### config.mk
export PLATFORM = sky130hd
export DESIGN_NAME = mlpfp_ctrl
export DESIGN_NICKNAME = d
export VERILOG_FILES = /design/src/rtl/mlpfp_pkg.sv /design/src/rtl/mlpfp_ctrl.sv
export SDC_FILE = /design/constraint.sdc
export NUM_CORES = 1
export LEC_CHECK = 0
export BUFFER_PORTS_ARGS = -buffer_cell sky130_fd_sc_hd__buf_4
export CAP_MARGIN = 5
export CORE_UTILIZATION = 40
export DETAILED_ROUTE_END_ITERATION = 8
export PLACE_DENSITY = 0.62
export SYNTH_ARGS = -nofsm -noshare
export SYNTH_HDL_FRONTEND = slang
export SYNTH_SLANG_ARGS = --single-unit
### constraint.sdc
create_clock -name aclk -period 3.4 [get_ports aclk]
set_input_delay 0.34 -clock aclk [delete_from_list [all_inputs] [get_ports aclk]]
set_output_delay 0.34 -clock aclk [all_outputs]
set_load 0.05 [all_outputs]
### src/rtl/mlpfp_pkg.sv
// Package for the dense-layer forward pass: sizes, item structs, command codes,
// controller-to-datapath command and status structs, and size helpers.
// No dependencies.
package mlpfp_pkg;

    localparam int MAX_LAYERS  = 4;
    localparam int MAX_WIDTH   = 16;
    localparam int VALUE_BITS  = 16;
    localparam int FRAC_BITS   = 8;

    localparam int IDX_BITS    = $clog2(MAX_WIDTH);
    localparam int SIZE_BITS   = IDX_BITS + 1;
    localparam int LAYER_BITS  = $clog2(MAX_LAYERS);
    localparam int MAT_BITS    = $clog2(MAX_LAYERS - 1);
    localparam int LCNT_BITS   = 3;
    localparam int CFG_IDX_BITS = 3;
    localparam int CFG_DATA_BITS = 5;
    localparam int W_DEPTH     = (MAX_LAYERS - 1) * MAX_WIDTH * MAX_WIDTH;
    localparam int WADDR_BITS  = MAT_BITS + 2 * IDX_BITS;
    localparam int PROD_BITS   = 2 * VALUE_BITS;
    localparam int TERM_BITS   = PROD_BITS - FRAC_BITS;
    localparam int ACC_BITS    = TERM_BITS + IDX_BITS;

    localparam logic [1:0] CMD_WEIGHT = 2'd0;
    localparam logic [1:0] CMD_ELEM   = 2'd1;
    localparam logic [1:0] CMD_RUN    = 2'd2;

    localparam logic [CFG_IDX_BITS-1:0] CFG_LAYER_COUNT = 3'd0;
    localparam logic [CFG_IDX_BITS-1:0] CFG_SIZE_BASE   = 3'd1;

    typedef struct packed {
        logic [1:0]                   cmd;
        logic [1:0]                   layer_sel;
        logic [3:0]                   neuron_sel;
        logic [3:0]                   weight_sel;
        logic [3:0]                   element_sel;
        logic signed [VALUE_BITS-1:0] value;
    } s_item_t;

    typedef struct packed {
        logic [3:0]                   out_index;
        logic signed [VALUE_BITS-1:0] out_value;
        logic                         last;
    } m_item_t;

    typedef struct packed {
        logic                  valid;
        logic                  first;
        logic                  last;
        logic                  src_front;
        logic                  src_bank;
        logic                  dst_bank;
        logic [MAT_BITS-1:0]   mat;
        logic [IDX_BITS-1:0]   row;
        logic [IDX_BITS-1:0]   col;
    } mac_cmd_t;

    typedef struct packed {
        logic                valid;
        logic                bank;
        logic                last;
        logic [IDX_BITS-1:0] index;
    } emit_cmd_t;

    typedef struct packed {
        logic busy;
        logic out_free;
    } dp_status_t;

    function automatic logic [IDX_BITS-1:0] size_last(input logic [SIZE_BITS-1:0] s);
        logic [SIZE_BITS-1:0] m;
        begin
            m = s;
            if (s == '0) begin
                m = SIZE_BITS'(1);
            end else if (s > SIZE_BITS'(MAX_WIDTH)) begin
                m = SIZE_BITS'(MAX_WIDTH);
            end
            m = m - SIZE_BITS'(1);
            return m[IDX_BITS-1:0];
        end
    endfunction

    function automatic logic [LAYER_BITS-1:0] layers_last(input logic [LCNT_BITS-1:0] n);
        logic [LCNT_BITS-1:0] m;
        begin
            m = n;
            if (n < LCNT_BITS'(2)) begin
                m = LCNT_BITS'(2);
            end else if (n > LCNT_BITS'(MAX_LAYERS)) begin
                m = LCNT_BITS'(MAX_LAYERS);
            end
            m = m - LCNT_BITS'(1);
            return m[LAYER_BITS-1:0];
        end
    endfunction

endpackage

### src/rtl/mlpfp_ctrl.sv
// Controller: configuration registers and the run sequencer over layers, rows
// and columns, plus result emission. Depends on mlpfp_pkg.
module mlpfp_ctrl
    import mlpfp_pkg::*;
(
    input  logic                     aclk,
    input  logic                     aresetn,
    input  logic                     run_start,
    output logic                     s_ready,
    input  logic                     cfg_valid,
    output logic                     cfg_ready,
    input  logic [CFG_IDX_BITS-1:0]  cfg_index,
    input  logic [CFG_DATA_BITS-1:0] cfg_data,
    input  dp_status_t               status,
    output mac_cmd_t                 mac_cmd,
    output emit_cmd_t                emit_cmd
);

    typedef enum logic [1:0] {
        ST_IDLE,
        ST_MAC,
        ST_DRAIN,
        ST_EMIT
    } state_t;

    state_t                  state_reg;
    logic [LAYER_BITS-1:0]   layer_reg;
    logic [LAYER_BITS-1:0]   last_layer_reg;
    logic [IDX_BITS-1:0]     row_reg;
    logic [IDX_BITS-1:0]     col_reg;
    logic [LCNT_BITS-1:0]    layer_count_reg;
    logic [SIZE_BITS-1:0]    size_reg [0:MAX_LAYERS-1];

    logic [LAYER_BITS-1:0]   prev_layer;
    logic [IDX_BITS-1:0]     prev_last;
    logic [IDX_BITS-1:0]     cur_last;
    logic [CFG_IDX_BITS-1:0] size_sel;

    assign cfg_ready  = 1'b1;
    assign s_ready    = (state_reg == ST_IDLE);
    assign prev_layer = layer_reg - LAYER_BITS'(1);
    assign prev_last  = size_last(size_reg[prev_layer]);
    assign cur_last   = size_last(size_reg[layer_reg]);
    assign size_sel   = cfg_index - CFG_SIZE_BASE;

    always_comb begin
        mac_cmd.valid     = (state_reg == ST_MAC);
        mac_cmd.first     = (col_reg == '0);
        mac_cmd.last      = (col_reg == prev_last);
        mac_cmd.src_front = (layer_reg == LAYER_BITS'(1));
        mac_cmd.src_bank  = layer_reg[0];
        mac_cmd.dst_bank  = ~layer_reg[0];
        mac_cmd.mat       = prev_layer[MAT_BITS-1:0];
        mac_cmd.row       = row_reg;
        mac_cmd.col       = col_reg;
        emit_cmd.valid    = (state_reg == ST_EMIT) && status.out_free;
        emit_cmd.bank     = ~layer_reg[0];
        emit_cmd.last     = (row_reg == cur_last);
        emit_cmd.index    = row_reg;
    end

    always_ff @(posedge aclk) begin
        if (!aresetn) begin
            state_reg       <= ST_IDLE;
            layer_reg       <= '0;
            last_layer_reg  <= '0;
            row_reg         <= '0;
            col_reg         <= '0;
            layer_count_reg <= LCNT_BITS'(2);
            for (int i = 0; i < MAX_LAYERS; i++) begin
                size_reg[i] <= SIZE_BITS'(MAX_WIDTH);
            end
        end else begin
            if (cfg_valid && cfg_ready) begin
                if (cfg_index == CFG_LAYER_COUNT) begin
                    layer_count_reg <= cfg_data[LCNT_BITS-1:0];
                end else if (cfg_index >= CFG_SIZE_BASE &&
                             size_sel < CFG_IDX_BITS'(MAX_LAYERS)) begin
                    size_reg[size_sel[LAYER_BITS-1:0]] <= cfg_data[SIZE_BITS-1:0];
                end
            end
            case (state_reg)
                ST_IDLE: begin
                    if (run_start) begin
                        layer_reg      <= LAYER_BITS'(1);
                        last_layer_reg <= layers_last(layer_count_reg);
                        row_reg        <= '0;
                        col_reg        <= '0;
                        state_reg      <= ST_MAC;
                    end
                end
                ST_MAC: begin
                    if (col_reg == prev_last) begin
                        col_reg <= '0;
                        if (row_reg == cur_last) begin
                            row_reg   <= '0;
                            state_reg <= ST_DRAIN;
                        end else begin
                            row_reg <= row_reg + IDX_BITS'(1);
                        end
                    end else begin
                        col_reg <= col_reg + IDX_BITS'(1);
                    end
                end
                ST_DRAIN: begin
                    if (!status.busy) begin
                        if (layer_reg == last_layer_reg) begin
                            state_reg <= ST_EMIT;
                        end else begin
                            layer_reg <= layer_reg + LAYER_BITS'(1);
                            state_reg <= ST_MAC;
                        end
                    end
                end
                ST_EMIT: begin
                    if (status.out_free) begin
                        if (row_reg == cur_last) begin
                            row_reg   <= '0;
                            layer_reg <= '0;
                            state_reg <= ST_IDLE;
                        end else begin
                            row_reg <= row_reg + IDX_BITS'(1);
                        end
                    end
                end
                default: begin
                    state_reg <= ST_IDLE;
                end
            endcase
        end
    end

endmodule

Yosys cells after proc, flatten, opt, wreduce, memory -nomap -nowiden:

Memory sizes are Yosys's and may differ from the RTL's. A register that Yosys moved wholly into a read port is not among the register bits.
Cells that the tools add are included.

* bits in registers: 17
* RAM bits: 20
* bits of input ports: 14
* output and inout bits: 25
* word-level logic and storage cells: 91
* memories: 1

Memory list
* size_reg: words 4, bits a word 5, rd ports 2, clocked after Yosys merged registers in 1, write ports 4, RTL line mlpfp_ctrl.sv:32 `logic [SIZE_BITS-1:0] size_reg [0:MAX_LAYERS-1];`

* add/subtract/negate cells: 8
* magnitude comparators: 6
* equality and inequality tests: 14
* mux-type cells: 38
* bitwise gates (word level): 1
* reductions and logical operators: 17

Operator list (count)
* two-way mux 4 bit: 9
* two-way mux 2 bit: 17
* != test 2 bit (second input constant): 6
* case mux 4 bit (3 select lines): 1
* AND reduction 6 bit: 2
* greater-than comparator 5 bit (second input constant): 2
* logical NOT 5 bit: 2
* adder 4 x 1 -> 4 bit (second input constant): 2
* equality test 4 bit: 2
* case mux 2 bit (4 select lines): 1
* case mux 4 bit (2 select lines): 1
* subtractor 4 x 1 -> 4 bit (second input constant): 2
* two-way mux 1 bit: 7
* case mux 2 bit (3 select lines): 1
* AND reduction 2 bit: 3
* nonzero test 3 bit: 2
* two-way mux 5 bit: 1
* OR reduction 5 bit: 1
* equality test 2 x 1 -> 1 bit (second input constant): 2
* equality test 2 bit (second input constant): 2
* logical NOT 4 bit: 1
* AND reduction 4 bit: 1
* subtractor 2 x 1 -> 2 bit (second input constant): 2
* greater-or-equal comparator 3 x 1 -> 1 bit (second input constant): 1
* other kinds (12): 13

Logic depth before layout (Yosys ltp):

* depth after elaboration: 10
* depth in mapped cells: 14

Worst setup path before layout:

OpenSTA, ideal clock, no wires.

* path type: register to register
* from: reg layer_reg[1]
* to: reg row_reg[3]
* arrival: 3.805 ns
* path slack: -0.552 ns
* cell stages (with the launch flop): 13
* buffers on the path: 1
* cells stage by stage: dfxtp_1 inv_1 ha_1 buf_6 mux4_1 nor3_1 o21ai_0 ha_1 xnor2_1 a2111oi_4 a211o_2 o22a_2 o41ai_2

RTL lines
* start, declared: RTL line mlpfp_ctrl.sv:27 `logic [LAYER_BITS-1:0] layer_reg;`
* start signal, assigned: RTL line mlpfp_ctrl.sv:110 `layer_reg <= layer_reg + LAYER_BITS'(1);`
* end signal, assigned: RTL line mlpfp_ctrl.sv:99 `row_reg <= row_reg + IDX_BITS'(1);`
* end signal, assigned: RTL line mlpfp_ctrl.sv:122 `row_reg <= row_reg + IDX_BITS'(1);`
* end, declared: RTL line mlpfp_ctrl.sv:29 `logic [IDX_BITS-1:0] row_reg;`

==> impl_metrics.json <==
{
  "cts-buffers-inserted": 5,
  "critPathLaunchType": "register",
  "setup_tns_ns": 0,
  "power_mw": 1.42,
  "synth_nets": 257,
  "setup_viol": 0,
  "cp_slowest_cell": "mux4_2",
  "cts_sinks": 39,
  "worstPathRequired_ns": 3.06,
  "drtAntennaViolNets": 0,
  "yosys_most_used_dff": "edfxtp_1",
  "grt_pass1_vias": 1646,
  "n_antenna_cell": 0,
  "layout.nets": 289,
  "grt_overflow": 0,
  "finalInstanceArea_um2": 2910,
  "worstMarginPinSlew_ns": 0.841,
  "port_buffers": 37,
  "synth_edf_count": 20,
  "drt_first_pass_iters": 4,
  "io_pins": 39,
  "crit_chain": "inv_2 -> ha_4 -> mux4_2 -> nor3_4 -> o21ai_1 -> ha_2 -> xnor2_2 -> xnor2_1 -> a2111oi_4 -> buf_6",
  "syn_area_um2": 2480,
  "cp.arrival_ns": 2.95,
  "r2r_slack_ns": 0.20,
  "timing.critical_path.to": "mac_cmd[13]",
  "grt_antenna_before_repair": 0,
  "core_region_area_um2": 5960,
  "min_period_ns": 3.29,
  "drive_above_1_share": 0.318,
  "finalClockSkew_ns": 0.00691,
  "highest_layer": "met4",
  "fp.dieArea_um2": 6510,
  "grt_max_degree": 21,
  "p_per_area_nw_per_um2": 487,
  "routed-via-count": 1822,
  "drc": 0,
  "power.share.sequential": 0.394,
  "ctsHoldBuffers": 0,
  "cts_buffer_depth": 2,
  "clock.fmax_mhz": 304,
  "critPathKind": "register to primary output",
  "slew_headroom": 0.435,
  "period_share": 0.967,
  "wire_per_inst_um": 14.9,
  "postPlaceCellArea_um2": 2720,
  "synthToLayoutAreaGrowth_pct": 17.4,
  "drv_slew": 0,
  "avgViaCountPerCell": 5.33,
  "crit_path_start": "layer_reg[1]",
  "swShare": 0.338,
  "start_util": 0.416,
  "p_comb_frac": 0.331,
  "irDropWorstVdd_v": 0.000230,
  "drv_cap": 0,
  "p_switching_mw": 0.479,
  "synth_seq_cells": 39,
  "crit_path_end_kind": "primary output",
  "reg2reg_from": "layer_reg[1]",
  "pre_cts_ws_ns": 0.256,
  "final.setup.worst_slack_ns": 0.113,
  "r2r-end": "row_reg[3]",
  "root_buffer": "clkbuf_8",
  "status": "completed",
  "wl_met2_um": 2540,
  "groute.usage.overall": 0.171,
  "place_congestion": 0.810,
  "synth_warnings": 0,
  "synth_cells": 234,
  "wl_met3_um": 292,
  "timing.hold.ws_ns": 0.339,
  "r2r.worst_path.cells": 13,
  "die_h_um": 80.7,
  "largest_reg_flops": 20,
  "synth_cell_types": 57,
  "wl_um": 5090,
  "rows": 28,
  "p_clk_frac": 0.275,
  "die_x_um": 80.7,
  "slowest_delay_ns": 0.57,
  "ys_seq_area_frac": 0.396,
  "cellLeakagePower_nw": 1.15,
  "drtIter0Drc": 70,
  "htree_num_levels": 2,
  "min_path_type": "input pin to register",
  "internal_power_mw": 0.938,
  "clk_pin_slew_ns": 0.08,
  "wl_met1_um": 2190,
  "async_flop_share": 0,
  "hold_violations": 0,
  "clk_latency_ns": 0.30,
  "dp_hpwl_um": 3850,
  "cp_max_fo": 6,
  "cts_tree": "yes",
  "grt_pass1_wl_um": 8160,
  "syn_avg_cell_area_um2": 10.6
}
-- cells in the final DEF, fill, tap and decap left out, drive strengths merged, types with 7 or more instances in the layout --
master  count
nand2b      8
dfxtp      19
nor3        7
edfxtp     20
inv        13
o21ai       7
a21oi       7
nor4        8
mux4       10
buf        44
and2       10
nand2      15
ha          9
nor2       18
-- power by group through the flow --
stage / Clock (mW) / Combinational [mW] / Sequential, mW
finish: 0.389 / 0.469 / 0.559
global route: 0.419 / 0.507 / 0.564
CTS: 0.399 / 0.443 / 0.558
detailed placement: 0 / 0.439 / 0.569
global placement: 0 / 0.436 / 0.569
floorplan: 0 / 0.374 / 0.562
-- worst max-delay path: cells and delay by family, from the launching register on --
| family | cells | cell delay, ns |
|---|---|---|
| multiplexers | 1 | 0.57 |
| adder cells (fa/ha/maj) | 2 | 0.52 |
| AO/OA/AOI/OAI | 2 | 0.44 |
| flip-flops | 1 | 0.34 |
| XOR/XNOR | 2 | 0.29 |
| buffers and inverters | 2 | 0.26 |
| AND/OR/NAND/NOR | 1 | 0.22 |
-- Yosys cell counts (all sizes together), types with 2 or more instances --
cell type / instances / share of area
a211o: 2 / 0.0076
a211oi: 2 / 0.0061
a21o: 2 / 0.0066
a21oi: 7 / 0.016
a31oi: 5 / 0.013
and2: 10 / 0.025
and3: 3 / 0.0076
buf: 11 / 0.038
clkbuf: 8 / 0.025
dfxtp: 19 / 0.15
edfxtp: 20 / 0.24
ha: 9 / 0.045
inv: 12 / 0.018
mux4: 10 / 0.097
nand2: 15 / 0.023
nand2b: 8 / 0.023
nand3: 5 / 0.010
nand3b: 4 / 0.012
nor2: 18 / 0.028
nor2b: 4 / 0.010
nor3: 7 / 0.014
nor4: 8 / 0.023
o211ai: 2 / 0.0061
o21ai: 7 / 0.016
o22a: 2 / 0.0081
o22ai: 2 / 0.0051
o31a: 2 / 0.0071
o31ai: 3 / 0.015
or2: 2 / 0.0051
or2b: 3 / 0.0096
xnor2: 5 / 0.018
xor2: 5 / 0.018
-- per-stage QoR --
stage               std cells  utilization
finish                    342        0.488
global route              342        0.488
global placement          328        0.457
CTS                       337        0.478
floorplan                 234            -
detailed placement        328        0.457
-- routing by layer --
layer	vias up	GRT usage
met5	-	0
met4	0	0.0696
met3	5	0.0352
met2	50	0.284
met1	863	0.214
li1	904	-
-- kinds of logic (layout without fill, tap and decap cells) --
logic type / after synthesis / after routing / synth area share
and+or+nand+nor: 91 / 91 / 0.204
AOI/OAI and AO/OA: 42 / 42 / 0.138
DFF: 39 / 39 / 0.396
buffers and inverters: 32 / 65 / 0.0824
xor gates and xnor gates: 10 / 10 / 0.0354
muxes: 10 / 10 / 0.0970
adders and majority gates: 9 / 9 / 0.0455
other: 1 / 1 / 0.00151
-- final cells by class --
class                           instances  area (µm²)
Fill cell                             569        3050
Multi-Input combinational cell        163        1340
Sequential cell                        39         983
Timing Repair Buffer                   44         334
Tap cell                               75        93.8
Clock buffer                            5        68.8
Inverter                               13        48.8
Clock inverter                          3        42.5
-- what timing repair did --
| item | 4_1_cts | 5_1_grt |
|---|---|---|
| hold endpoints to repair | 0 | 0 |
| gates cloned | 0 | 0 |
| endpoints found under the setup margin | 1 | 6 |
| pin swaps | 1 | 3 |
| gates resized for setup | 1 | 6 |
| buffers inserted | 1 | 5 |
-- worst min-delay path by stage --
stage	cells after the start	end	start	slack (ns)
6_report	2	size_reg[1][4]	cfg_data[4]	0.34
3_5_place_dp	2	layer_count_reg[2]	layer_count_reg[2]	0.51
2_1_floorplan	2	layer_count_reg[2]	layer_count_reg[2]	0.47
4_1_cts	2	size_reg[1][4]	cfg_data[4]	0.33
3_3_place_gp	2	layer_count_reg[2]	layer_count_reg[2]	0.49
5_1_grt	2	size_reg[1][0]	cfg_data[0]	0.33
(Power assumes the default switching activity.)
